===== src/hw/rtl/lphm_pkg.sv =====
// Shared constants, types and hash step for the linear-probe hash map.
package lphm_pkg;

    localparam int TABLE_DEPTH = 1024;
    localparam int ADDR_W      = $clog2(TABLE_DEPTH);
    localparam int KEY_W       = 64;
    localparam int VAL_W       = 64;
    localparam int CNT_W       = 10;
    localparam int PADDR_W     = 1;

    localparam logic [63:0] HASH_BASIS = 64'hCBF29CE484222325;
    // FNV prime is 2^40 + 0x1B3
    localparam logic [8:0]  HASH_LOW   = 9'h1B3;

    localparam logic [CNT_W-1:0] MAX_RESET = CNT_W'(512);
    localparam logic [CNT_W-1:0] DEPTH_M1  = CNT_W'(TABLE_DEPTH - 1);

    typedef enum logic [1:0] {
        ACT_GET    = 2'd0,
        ACT_SET    = 2'd1,
        ACT_REMOVE = 2'd2,
        ACT_CLEAR  = 2'd3
    } action_t;

    typedef enum logic [1:0] {
        ST_OK       = 2'd0,
        ST_ZERO_KEY = 2'd1,
        ST_FULL     = 2'd2
    } status_t;

    typedef struct packed {
        logic [1:0]        action;
        logic [KEY_W-1:0]  key;
        logic [VAL_W-1:0]  value;
        logic [ADDR_W-1:0] home;
    } item_t;

    function automatic logic [63:0] hash_step(input logic [63:0] h, input logic [7:0] b);
        logic [63:0] x;
        logic [63:0] lo;
        begin
            x  = h ^ {56'd0, b};
            lo = x * {55'd0, HASH_LOW};
            hash_step = (x << 40) + lo;
        end
    endfunction

endpackage


===== src/hw/rtl/lphm_front.sv =====
// Front end: takes items, hashes the key to a home slot, queues for the back end.
module lphm_front (
    input  logic                  clk,
    input  logic                  rst_n,
    input  logic                  start,
    input  logic                  hold,
    output logic                  busy,
    input  logic [1:0]            action,
    input  logic [lphm_pkg::KEY_W-1:0] key,
    input  logic [lphm_pkg::VAL_W-1:0] value,
    output logic                  q_valid,
    output lphm_pkg::item_t       q_item,
    input  logic                  q_pop
);

    typedef enum logic [1:0] {F_IDLE, F_HASH, F_PUSH} fstate_t;

    fstate_t                      state_reg, state_next;
    logic [2:0]                   idx_reg, idx_next;
    logic [63:0]                  h_reg, h_next;
    logic [1:0]                   act_reg;
    logic [lphm_pkg::KEY_W-1:0]   key_reg;
    logic [lphm_pkg::VAL_W-1:0]   val_reg;

    lphm_pkg::item_t              fifo_reg [2];
    logic                         wr_ptr_reg, rd_ptr_reg;
    logic [1:0]                   fill_reg;
    logic                         push, accept;

    assign accept  = start && !busy;
    assign busy    = (state_reg != F_IDLE) || hold;
    assign push    = (state_reg == F_PUSH) && (fill_reg != 2'd2);
    assign q_valid = (fill_reg != 2'd0);
    assign q_item  = fifo_reg[rd_ptr_reg];

    always_comb
    begin
        state_next = state_reg;
        idx_next   = idx_reg;
        h_next     = h_reg;
        unique case (state_reg)
            F_IDLE:
            begin
                if (accept)
                begin
                    state_next = F_HASH;
                    idx_next   = 3'd0;
                    h_next     = lphm_pkg::HASH_BASIS;
                end
            end
            F_HASH:
            begin
                h_next   = lphm_pkg::hash_step(h_reg, key_reg[idx_reg*8 +: 8]);
                idx_next = idx_reg + 3'd1;
                if (idx_reg == 3'd7)
                begin
                    state_next = F_PUSH;
                end
            end
            F_PUSH:
            begin
                if (push)
                begin
                    state_next = F_IDLE;
                end
            end
            default: state_next = F_IDLE;
        endcase
    end

    always_ff @(posedge clk or negedge rst_n)
    begin
        if (!rst_n)
        begin
            state_reg  <= F_IDLE;
            wr_ptr_reg <= 1'b0;
            rd_ptr_reg <= 1'b0;
            fill_reg   <= 2'd0;
        end
        else
        begin
            state_reg <= state_next;
            if (push)
            begin
                wr_ptr_reg <= !wr_ptr_reg;
            end
            if (q_pop)
            begin
                rd_ptr_reg <= !rd_ptr_reg;
            end
            fill_reg <= fill_reg + {1'b0, push} - {1'b0, q_pop};
        end
    end

    always_ff @(posedge clk)
    begin
        idx_reg <= idx_next;
        h_reg   <= h_next;
        if (accept)
        begin
            act_reg <= action;
            key_reg <= key;
            val_reg <= value;
        end
        if (push)
        begin
            fifo_reg[wr_ptr_reg] <= '{action: act_reg, key: key_reg, value: val_reg,
                                      home: h_reg[lphm_pkg::ADDR_W-1:0]};
        end
    end

endmodule


===== config.mk =====
export PLATFORM = sky130hd
export DESIGN_NAME = lphm_front
export DESIGN_NICKNAME = d
export VERILOG_FILES = /design/src/hw/rtl/lphm_pkg.sv /design/src/hw/rtl/lphm_front.sv
export SDC_FILE = /design/constraint.sdc
export NUM_CORES = 1
export LEC_CHECK = 0
export ABC_AREA = 1
export BUFFER_PORTS_ARGS = -buffer_cell sky130_fd_sc_hd__buf_2
export CORE_UTILIZATION = 56
export CTS_CLUSTER_DIAMETER = 150
export DETAILED_ROUTE_END_ITERATION = 8
export PLACE_DENSITY = 0.79
export REMOVE_ABC_BUFFERS = 1
export SLEW_MARGIN = 20
export SYNTH_ARGS = -nofsm -noshare
export SYNTH_HDL_FRONTEND = slang
export SYNTH_SLANG_ARGS = --single-unit

===== constraint.sdc =====
create_clock -name clk -period 8.87 [get_ports clk]
set_input_delay 1.774 -clock clk [delete_from_list [all_inputs] [get_ports clk]]
set_output_delay 1.774 -clock clk [all_outputs]
set_load 0.01 [all_outputs]

# Word-level counts from Yosys, hierarchy flattened
# Memory sizes are Yosys's and may differ from the RTL's.
# Cells that the tools add are included.
[word_totals]
regBits = 203
ramBits = 280
in_bits = 135
out_inout_bits = 142
word_cells = 46
n_memories = 1
[classes]
n_addsub = 4
multipliers = 1
n_eq_ne = 7
n_shift = 1
n_mux = 10
bitwise_logic = 1
reduce_logical = 12
[mem_list]
columns = ["memory", "words", "word_bits", "rd", "rd_clocked_by_memory_dff", "wr", "line_no", "rtl"]
rows = [
  ["fifo_reg", 2, 140, 1, 0, 1, "lphm_front.sv:25", "lphm_pkg::item_t fifo_reg [2];"],
]
[op_table]
columns = ["op", "count"]
rows = [
  ["$pmux W64 S2", 1],
  ["$add A64 B64 Y64", 1],
  ["$mul A64 B9 Y64 const B", 1],
  ["$mux W64", 1],
  ["$shiftx A64 B7 Y8", 1],
  ["$xor A64 B8 Y64", 1],
  ["$ne A2 B2 Y1 const B", 4],
  ["$mux W2", 3],
  ["$pmux W2 S3", 1],
  ["$pmux W3 S2", 1],
  ["$reduce_bool A2 Y1", 3],
  ["$add A3 B1 Y3 const B", 1],
  ["$eq A3 B3 Y1 const B", 1],
  ["$logic_not A1 Y1", 3],
  ["$mux W3", 1],
  ["$reduce_and A3 Y1", 1],
  ["$add A2 B1 Y2", 1],
  ["$eq A2 B1 Y1 const B", 1],
  ["$eq A2 B2 Y1 const B", 1],
  ["$logic_and A1 B1 Y1", 2],
  ["$logic_not A2 Y1", 1],
  ["$mux W1", 2],
  ["$reduce_and A2 Y1", 1],
  ["$sub A2 B1 Y2", 1],
  ["$logic_or A1 B1 Y1", 1],
]

# Depth between registers and ports, before layout
# Gate-level depths: netlist of the first run.
[logic_depth]
word_depth = 6
mapped_depth = 29
mapped_depth_nobuf = 28

# Worst setup path before layout of the first run
# OpenSTA, ideal clock, no wires.
[synth_timing]
kind = "flip-flop to flip-flop"
start = "reg state_reg[0]"
end = "mem fifo_reg[0][0] (netlist bit), enable pin"
setup_ps = 642
arrival_ps = 6459
required_time_ps = 8228
slack_ps = 1769
path_stages_with_launch = 4
path_buffers = 0
synth_period_minus_slack_ps = 7101
path_cell_list = "dfrtp_1 > inv_1 > o211ai_1 > nor2_1"
[synth_between]
elab_chain_len = 4
[synth_rtl]
columns = ["element", "line_no", "rtl"]
rows = [
  ["start, declared", "lphm_front.sv:18", "fstate_t state_reg, state_next;"],
  ["start signal, assigned", "lphm_front.sv:82", "state_reg <= state_next;"],
  ["$eq A2 B2 Y1", "lphm_front.sv:32", "assign push = (state_reg == F_PUSH) && (fill_reg != 2'd2);"],
  ["$logic_and A1 B1 Y1", "lphm_front.sv:32", ""],
  ["$mux W1", "lphm_front.sv:105", "if (push)"],
  ["$mux W1 (not written as such)", "lphm_front.sv:107", "fifo_reg[wr_ptr_reg] <= '{action: act_reg, key: key_reg, value: val_reg,"],
  ["end, declared", "lphm_front.sv:25", ""],
]
# No other way between the ends.

# Worst setup path after layout of the first run
[layout_timing]
start = "reg idx_reg[1]"
end = "reg h_reg[9] (data pin)"
[layout_between]
elab_chain_len = 5
[layout_rtl]
columns = ["element", "line_no", "rtl"]
rows = [
  ["start, declared", "lphm_front.sv:19", "logic [2:0] idx_reg, idx_next;"],
  ["start signal, assigned", "lphm_front.sv:97", "idx_reg <= idx_next;"],
  ["$shiftx A64 B7 Y8", "lphm_front.sv:53", "h_next = lphm_pkg::hash_step(h_reg, key_reg[idx_reg*8 +: 8]);"],
  ["$xor A64 B8 Y64", "lphm_pkg.sv:42", "x = h ^ {56'd0, b};"],
  ["$mul A64 B9 Y64", "lphm_pkg.sv:43", "lo = x * {55'd0, HASH_LOW};"],
  ["$add A64 B64 Y64", "lphm_pkg.sv:44", "hash_step = (x << 40) + lo;"],
  ["$pmux W64 S2", "lphm_front.sv:41", "unique case (state_reg)"],
  ["end signal, assigned", "lphm_front.sv:98", "h_reg <= h_next;"],
  ["end, declared", "lphm_front.sv:20", "logic [63:0] h_reg, h_next;"],
]
# No other way between the ends.
# A chain may end at the register's enable or synchronous reset.

==> impl_metrics.tcl, run 1 <==
set metrics [dict create \
    r2r_start "idx_reg[1]" \
    min_from "val_reg[60]" \
    min_period_ns 5.26 \
    grt_pass1_vias 8623 \
    cts_tree "yes" \
    grt_pass1_wl_microns 48400 \
    synth-seq-cells 429 \
    synth_cell_type_count 30 \
    overflow 0 \
    globalRouteMet2Util_pct 36.5 \
    cts_sinks 429 \
    ys_top_cells_by_count "423 x edfxtp_1, 140 x mux2_2, 67 x nand2_1" \
    synth_top_family_by_area "multiplexers" \
    firstDrtPassIters 5 \
    min_path_type "reg -> reg" \
    grt-busiest-layer "met2" \
    synth_enable_flop_cells 423 \
    grtUsageTotal_pct 21.3 \
    crit_chain "inv_2 -> nor2_1 -> o21ai_0 -> o21ai_0 -> nand2_1 -> nand3_1 -> nand2_1 -> ha_1 -> ha_1 -> inv_1 -> fa_1 -> inv_1 -> fa_1 -> ha_1 -> ha_1 -> a21oi_1 -> nand2_1 -> nand2_1 -> nand2_1 -> nand3_1 -> nand2_1 -> nand2_1 -> nand3_1" \
    yosys.area_share.xor_xnor_pct 0.852 \
    dpl.hpwl_microns 20600 \
    yosysMostFrequentCell "edfxtp_1" \
    postCtsSetupBuffers 0 \
    reg2reg_to "h_reg[9]" \
    cts_resized 0 \
    synth.avg_cell_area_sq_um 18.2 \
    setup_viol 0 \
    clockBufferDepth 3 \
    worstSetupStartpoint "idx_reg[1]" \
    fillerInstances 1941 \
    yosys.area_share.simple_pct 3.76 \
    end_kind "flop" \
    fin_setup_tns_ns 0 \
    outcome "complete, no violations" \
    reg2reg_depth 23 \
    slowest_delay_ns 0.88 \
    fin_nets 1383 \
    syn_to_final_growth_pct 18.5 \
    synth_compound_area_share_pct 1.51 \
    viasPerCell 5.25 \
    initial_core_util_pct 57.2 \
    wl_per_cell_microns 19.4 \
    crit_buf_inv 3 \
    crit_arrival_ns 5.51 \
    ff_latch_area_sq_um 12900 \
    syn_inst 905 \
    num_vias 8536 \
    hold_path_depth 0 \
    cp_top_family "adder cells" \
    gp_congestion 0.836 \
    use_met3_pct 4.21 \
    cp.required_ns 9.12 \
    synth_fa_ha_area_share_pct 3.53 \
    cp_slowest_cell "edfxtp_1" \
    cap_violations 0 \
    post-route-period-util_pct 59.3 \
    ctsRootBufferMaster "clkbuf_16" \
    drv_slew 0 \
    ff2ff_setup_slack_ns 3.61 \
    grt_util_met1_pct 28.2 \
    ys_dominant_reg_cell "edfxtp_1" \
    skew_ns 0.00997 \
    die_h_microns 173 \
    netlist.area_leader.share_pct 77.2 \
    drt_iter0_markers 582 \
    critPathLaunchType "flop" \
    core_area_sq_um 28800 \
    largest_reg_flops 280 \
    tightestPinTransition_ns 0.981 \
    fmaxAchievable_mhz 190 \
    port_buffers 276 \
    cts_inserted_buffers 43 \
    yosysTopAreaCell "edfxtp_1" \
    cts_hold_buf 0 \
    min_to "fifo_reg[1][70]" \
    multi_input_area_sq_um 3180 \
    drc_errors 0 \
    insertion_delay_ns 0.53 \
    muxShareOfSynthArea_pct 9.58 \
    maxSlewHeadroom_pct 34.6 \
    postRouteAntennaNets 0 \
    die_w_microns 173 \
    path_common_cell "nand2_1" \
    rows 62 \
    yosys_warnings 0 \
    routed_wl_microns 31600 \
    htree_levels 2 \
    io_pins 277 \
    rsz0062_at_grt "false" \
    layout-drive-gt1-share_pct 40.6 \
    dieArea_sq_um 30100 \
    synthArstFlopShare_pct 1.40 \
    clk_pin_slew_ns 0.06 \
    hold_viol 0 \
    crit_type "reg -> reg" \
    syn_area_sq_um 16500 \
    antenna_found_initial 2 \
    grt_max_degree 72 \
    synthTopCellsByArea "edfxtp_1 77%, mux2_2 9.6%, ha_1 2.4%" \
    cp_max_fo 24 \
    yosysSeqAreaShare_pct 78.1 \
]
## cells by family after synthesis
family	Yosys count
DFF	429
AOI/OAI and AO/OA	40
muxes	140
buffers and inverters	91
and+or+nand+nor	148
xor gates and xnor gates	16
adders and majority gates	41
## placed cells by master (no fill, tap or decap), types with 2 or more instances in the layout
cell type and count:
o22ai_1 2, mux2_2 140, dfrtp_1 5, bufinv_16 2, nand2_2 6, nor2_4 2, clkinv_1 10, xor2_1 4
fa_1 9, inv_1 60, o21ai_1 6, clkbuf_1 9, edfxtp_1 423, or2_2 3, nand2_1 67, nand3_1 30
inv_6 3, o21ai_0 16, clkbuf_16 43, clkinv_2 10, o211ai_1 7, buf_2 276, inv_2 2, buf_4 8
xnor2_1 12, o21ai_2 3, a21oi_1 2, nor2_1 39, ha_1 32
## routing by layer
layer	share of wire, %	wire length, microns
met4	1.7	522
met2	50	15900
met5	0.035	11
met1	42	13200
met3	6.1	1930
## metrics by stage
step / cell area (sq um) / instances / hold WS (ns) / utilization (%) / setup slack [ns]
after global placement: 18200 / 1546 / 0.422 / 63.3 / 3.81
after floorplan: 16300 / 878 / 0.421 / - / 1.77
after detailed placement: 18200 / 1546 / 0.429 / 63.3 / 3.69
after global routing: 19500 / 1625 / 0.447 / 67.8 / 3.27
final: 19500 / 1625 / 0.442 / 67.8 / 3.61
after CTS: 19500 / 1624 / 0.442 / 67.8 / 3.62
## worst register-to-register path, stage by stage, from the launching register on
cell,delay [ns]
edfxtp_1,0.88
inv_2,0.24
nor2_1,0.16
o21ai_0,0.10
o21ai_0,0.10
nand2_1,0.09
nand3_1,0.13
nand2_1,0.11
ha_1,0.34
ha_1,0.31
inv_1,0.06
fa_1,0.53
inv_1,0.05
fa_1,0.48
ha_1,0.32
ha_1,0.34
a21oi_1,0.25
nand2_1,0.10
nand2_1,0.07
nand2_1,0.05
nand3_1,0.10
nand2_1,0.06
nand2_1,0.06
nand3_1,0.08
## worst max-delay path by stage
stage	to	slack, ns	cells past startpoint
4_1_cts	q_item[2]	3.62	4
2_1_floorplan	fifo_reg[0][0]	1.77	3
6_report	h_reg[9]	3.61	23
3_5_place_dp	h_reg[9]	3.69	23
3_3_place_gp	h_reg[9]	3.81	20
5_1_grt	h_reg[9]	3.27	24
## final cells by class
cell class	count	share of cell area (%)
Clock buffer	52	5.69
Tap cell	384	2.46
Timing Repair Buffer	284	7.39
Sequential cell	429	65.9
Antenna cell	1	0.0128
Clock inverter	26	0.930
Multi-Input combinational cell	385	16.3
Inverter	64	1.30
Power of run 1 is not shown: default switching activity piles up to over one toggle a cycle in this logic, so the estimate is an artifact.
==> run 2: changes to the inputs <==
ABC_AREA = 0   (was 1)
PLACE_DENSITY = 0.8   (was 0.79)
clock period = 5.2 ns   (was 8.87 ns; I/O delays follow)
==> impl_metrics.tcl, run 2 <==
set metrics [dict create \
    outcome "complete, no violations" \
    cts_sinks 429 \
    rsz0062_at_grt "false" \
    routed_wl_microns 29400 \
    drt_iter0_markers 512 \
    crit_chain "buf_12 -> mux4_1 -> mux2i_1 -> xnor2_1 -> ha_1 -> fa_1 -> ha_1 -> inv_1 -> fa_1 -> inv_1 -> ha_1 -> inv_1 -> fa_1 -> inv_1 -> a21o_1 -> a21oi_1 -> xnor3_1 -> nand2_1" \
    post-route-period-util_pct 95.3 \
    tightestPinTransition_ns 0.968 \
    crit_type "reg -> reg" \
    synth_enable_flop_cells 423 \
    critPathLaunchType "flop" \
    gp_congestion 0.818 \
    final_cell_area_sq_um 19500 \
    yosysMostFrequentCell "edfxtp_1" \
    largest_reg_flops 280 \
    crit_arrival_ns 5.21 \
    synth.avg_cell_area_sq_um 21.4 \
    cp_slowest_cell "mux4_1" \
    setup_viol 0 \
    synthTopCellsByArea "edfxtp_1 79%, mux2_2 9.8%, ha_1 2.5%" \
    layout_commonest_cell "edfxtp_1" \
    grt_max_degree 141 \
    cp_top_family "adder cells" \
    grtUsageTotal_pct 19.7 \
    fmaxAchievable_mhz 202 \
    cap_violations 0 \
    die_w_microns 172 \
    skew_ns 0.0117 \
    initial_core_util_pct 57.6 \
    grt_pass1_vias 7815 \
    ctsRootBufferMaster "clkbuf_16" \
    end_kind "flop" \
    rows 61 \
    ys_top_cells_by_count "423 x edfxtp_1, 140 x mux2_2, 33 x inv_1" \
    layout-drive-gt1-share_pct 46.1 \
    clockBufferDepth 3 \
    yosys_warnings 0 \
    fin_nets 1242 \
    io_pins 277 \
    dieArea_sq_um 29600 \
    path_common_cell "inv_1" \
    cts_tree "yes" \
    cp_max_fo 14 \
    firstDrtPassIters 5 \
    grt_pass1_wl_microns 42800 \
    slowest_delay_ns 0.56 \
    cts_resized 0 \
    place_area_sq_um 18100 \
    yosysTopAreaCell "edfxtp_1" \
    min_period_ns 4.96 \
    overflow 0 \
    port_buffers 276 \
    drc_errors 0 \
    dpl.hpwl_microns 18700 \
    htree_levels 2 \
    antenna_found_initial 6 \
    final_cell_mix "423 x edfxtp_1, 276 x buf_2, 140 x mux2_2" \
    hold_viol 0 \
    syn_inst 755 \
    synth-seq-cells 429 \
    crit_buf_inv 5 \
    wl_per_cell_microns 19.9 \
    min_path_type "in -> async" \
    die_h_microns 172 \
    final_core_util_pct 69.3 \
    fillerInstances 1836 \
    synthArstFlopShare_pct 1.40 \
    netlist.area_leader.share_pct 78.6 \
    synth_cell_type_count 28 \
    viasPerCell 5.21 \
    insertion_delay_ns 0.53 \
    cp.required_ns 5.45 \
    clk_pin_slew_ns 0.06 \
    cts_hold_buf 0 \
    maxSlewHeadroom_pct 35.5 \
    ys_dominant_reg_cell "edfxtp_1" \
    cts_inserted_buffers 43 \
    postRouteAntennaNets 0 \
    yosysSeqAreaShare_pct 79.5 \
    syn_area_sq_um 16200 \
    drv_slew 0 \
    num_vias 7713 \
    postCtsSetupBuffers 0 \
    core_area_sq_um 28100 \
    syn_to_final_growth_pct 20.4 \
]
-- run 2: worst register-to-register path: stages, from the launching register on --
cell and delay (ns):
edfxtp_1 0.40, buf_12 0.18, mux4_1 0.57, mux2i_1 0.31, xnor2_1 0.11, ha_1 0.32
fa_1 0.46, ha_1 0.28, inv_1 0.05, fa_1 0.52, inv_1 0.04, ha_1 0.28
inv_1 0.06, fa_1 0.45, inv_1 0.07, a21o_1 0.10, a21oi_1 0.06, xnor3_1 0.36
nand2_1 0.05
-- run 2: routing by layer --
metal	wire length (microns)	track usage (%)	up-vias
li1	-	-	3553
met1	11700	24.8	3812
met2	14400	32.4	296
met3	2790	6.98	48
met4	478	5.19	4
met5	22	0	-
-- run 2: path summary, 6_finish.rpt --
| check | slack, ns | end | startpoint | cells after the start |
|---|---|---|---|---|
| min in group clk | 0.44 | fifo_reg[1][53] | val_reg[43] | 0 |
| hold / removal | 0.33 | state_reg[0] | rst_n | 1 |
| setup reg to reg | 0.24 | h_reg[9] | idx_reg[0] | 18 |
| hold reg to reg | 0.44 | fifo_reg[1][53] | val_reg[43] | 0 |
| max in group asynchronous | 4.71 | rd_ptr_reg | rst_n | 1 |
| setup / recovery | 0.24 | h_reg[9] | idx_reg[0] | 18 |
-- run 2: layout make-up --
type	instances	area, sq um	share of cell area [%]
antenna	4	10.0	0.0514
inverter	34	133	0.681
clock buffer	54	1160	5.96
timing repair buffer	288	1520	7.81
tap	378	473	2.43
multi-input combinational	270	3090	15.8
clock inverter	24	234	1.20
sequential	429	12900	66.0
-- run 2: cells by family after synthesis --
family	count (synthesis)	synth area share [%]
buf+inv	56	1.52
compound gates	6	0.217
fa+ha+maj	41	3.59
simple gates	26	0.859
flops	429	79.5
mux	170	12.7
xor+xnor	27	1.64
-- run 2: metrics by stage --
stage | hold WS [ns] | setup TNS, ns | setup WS, ns | cells
4_1_cts | 0.317 | 0 | 0.200 | 1477
3_5_place_dp | 0.430 | 0 | 0.219 | 1399
5_1_grt | 0.320 | 0 | 0.0295 | 1479
2_1_floorplan | 0.421 | -555.71 | -1.98 | 733
3_3_place_gp | 0.422 | 0 | 0.279 | 1399
6_report | 0.330 | 0 | 0.244 | 1481
Power of run 2 is left out for the same reason.
==> run 3: changes to the inputs <==
PLACE_DENSITY = default   (was 0.8)
PLACE_DENSITY_LB_ADDON = 0.1   (was default)
clock period = 4.82 ns   (was 5.2 ns; I/O delays follow)
==> impl_metrics.tcl, run 3 (synthesis gave the netlist of run 2 again) <==
set metrics [dict create \
    outcome "complete, no violations" \
    fin_nets 1258 \
    r2r_start "idx_reg[0]" \
    cts_tree "yes" \
    maxSlewHeadroom_pct 30.2 \
    grt_max_degree 89 \
    skew_ns 0.0121 \
    path_common_cell "inv_1" \
    post-route-period-util_pct 95.4 \
    overflow 0 \
    setup_viol 0 \
    clockBufferDepth 3 \
    rows 61 \
    htree_levels 2 \
    cp_slowest_cell "mux4_2" \
    slowest_delay_ns 0.53 \
    cts_inserted_buffers 44 \
    rsz0062_at_grt "false" \
    largest_reg_flops 280 \
    gp_congestion 0.832 \
    crit_arrival_ns 4.83 \
    port_buffers 276 \
    cp_max_fo 6 \
    io_pins 277 \
    viasPerCell 5.15 \
    cap_violations 0 \
    syn_to_final_growth_pct 21.7 \
    critPathLaunchType "flop" \
    clk_pin_slew_ns 0.06 \
    drc_errors 0 \
    antenna_found_initial 6 \
    final_cell_mix "423 x edfxtp_1, 276 x buf_2, 140 x mux2_2" \
    layout_commonest_cell "edfxtp_1" \
    routed_wl_microns 28900 \
    die_h_microns 172 \
    drv_slew 0 \
    cts_sinks 429 \
    fillerInstances 1851 \
    grtUsageTotal_pct 19.2 \
    cp_top_family "adder cells" \
    firstDrtPassIters 4 \
    core_area_sq_um 28100 \
    postRouteAntennaNets 0 \
    initial_core_util_pct 57.6 \
    min_path_type "in -> async" \
    reg2reg_to "h_reg[9]" \
    grt_pass1_wl_microns 42200 \
    ff2ff_setup_slack_ns 0.22 \
    crit_buf_inv 6 \
    crit_chain "buf_6 -> mux4_2 -> mux2i_4 -> buf_6 -> xnor2_1 -> ha_1 -> inv_1 -> fa_1 -> inv_1 -> ha_1 -> inv_1 -> fa_1 -> inv_1 -> ha_4 -> ha_4 -> a21o_1 -> a21oi_1 -> xnor3_1 -> nand2_1" \
    num_vias 7704 \
    reg2reg_depth 19 \
    insertion_delay_ns 0.52 \
    place_area_sq_um 18100 \
    grt_pass1_vias 7786 \
    multi_input_area_sq_um 3270 \
    final_cell_area_sq_um 19700 \
    min_period_ns 4.60 \
    dieArea_sq_um 29600 \
    end_kind "flop" \
    ff_latch_area_sq_um 12900 \
    fmaxAchievable_mhz 217 \
    die_w_microns 172 \
    hold_viol 0 \
    crit_type "reg -> reg" \
    wl_per_cell_microns 19.3 \
    drt_iter0_markers 477 \
    layout-drive-gt1-share_pct 48.8 \
    tightestPinTransition_ns 1.04 \
    cp.required_ns 5.05 \
    dpl.hpwl_microns 18400 \
    ctsRootBufferMaster "clkbuf_16" \
]
-- run 3: cell types whose count changed in the layout (fill, tap and decap cells not counted), moves of 4 or more --
cell       before  now
buf_4           8   15
buf_6           0    6
bufinv_16       4    0
clkbuf_1        9   19
clkinv_2        7    2
ha_1           32   19
ha_2            0    4
ha_4            0    9
inv_1          32   25
inv_2           1    8
xnor2_1        18   13
xnor2_2         2    7
-- run 3: per-layer routing --
metal,vias up,wire (microns),track usage (%)
met5,-,12,0
met4,2,527,6.08
met3,46,2470,6.52
met2,256,14000,31.0
met1,3816,11800,24.6
li1,3584,-,-
-- run 3: final cells by class --
cell class / instances / share of cell area [%]
Clock inverter: 12 / 0.286
Antenna cell: 5 / 0.0636
Inverter: 34 / 0.674
Tap cell: 378 / 2.40
Multi-Input combinational cell: 270 / 16.6
Sequential cell: 429 / 65.4
Timing Repair Buffer: 303 / 8.52
Clock buffer: 64 / 6.09
-- run 3: what timing repair did --
action,in CTS,in global routing
pin swaps,1,17
setup endpoints to repair,1,2
setup buffers,2,5
resized for setup,11,33
hold buffers,0,0
-- run 3: stage by stage --
step           setup TNS, ns  cells  utilization, %  hold slack (ns)  worst slack, ns
6_report                   0   1495            70.0            0.254            0.222
5_1_grt                    0   1493            70.0            0.250           0.0617
4_1_cts                    0   1485            69.2            0.243          0.00693
3_5_place_dp          -0.156   1407            64.6            0.430           -0.156
3_3_place_gp          -0.101   1407            64.6            0.422           -0.101
2_1_floorplan        -662.35    733               -            0.421            -2.36
-- run 3: worst register-to-register path: stages, from the launching register on --
cell and delay (ns):
edfxtp_1 0.40, buf_6 0.17, mux4_2 0.53, mux2i_4 0.23, buf_6 0.13, xnor2_1 0.07, ha_1 0.28, inv_1 0.06
fa_1 0.51, inv_1 0.04, ha_1 0.26, inv_1 0.05, fa_1 0.53, inv_1 0.07, ha_4 0.24, ha_4 0.24
a21o_1 0.15, a21oi_1 0.15, xnor3_1 0.15, nand2_1 0.05
-- run 3: worst max-delay path by stage --
stage / start / end / slack [ns] / cells past startpoint
final: idx_reg[0] / h_reg[9] / 0.22 / 19
after global routing: idx_reg[0] / h_reg[9] / 0.06 / 19
after detailed placement: idx_reg[0] / h_reg[9] / -0.16 / 18
after floorplan: state_reg[0] / fifo_reg[0][0] / -2.36 / 3
after global placement: idx_reg[0] / h_reg[9] / -0.10 / 18
after CTS: idx_reg[1] / h_reg[9] / 0.007 / 18
Power of run 3 is left out for the same reason.
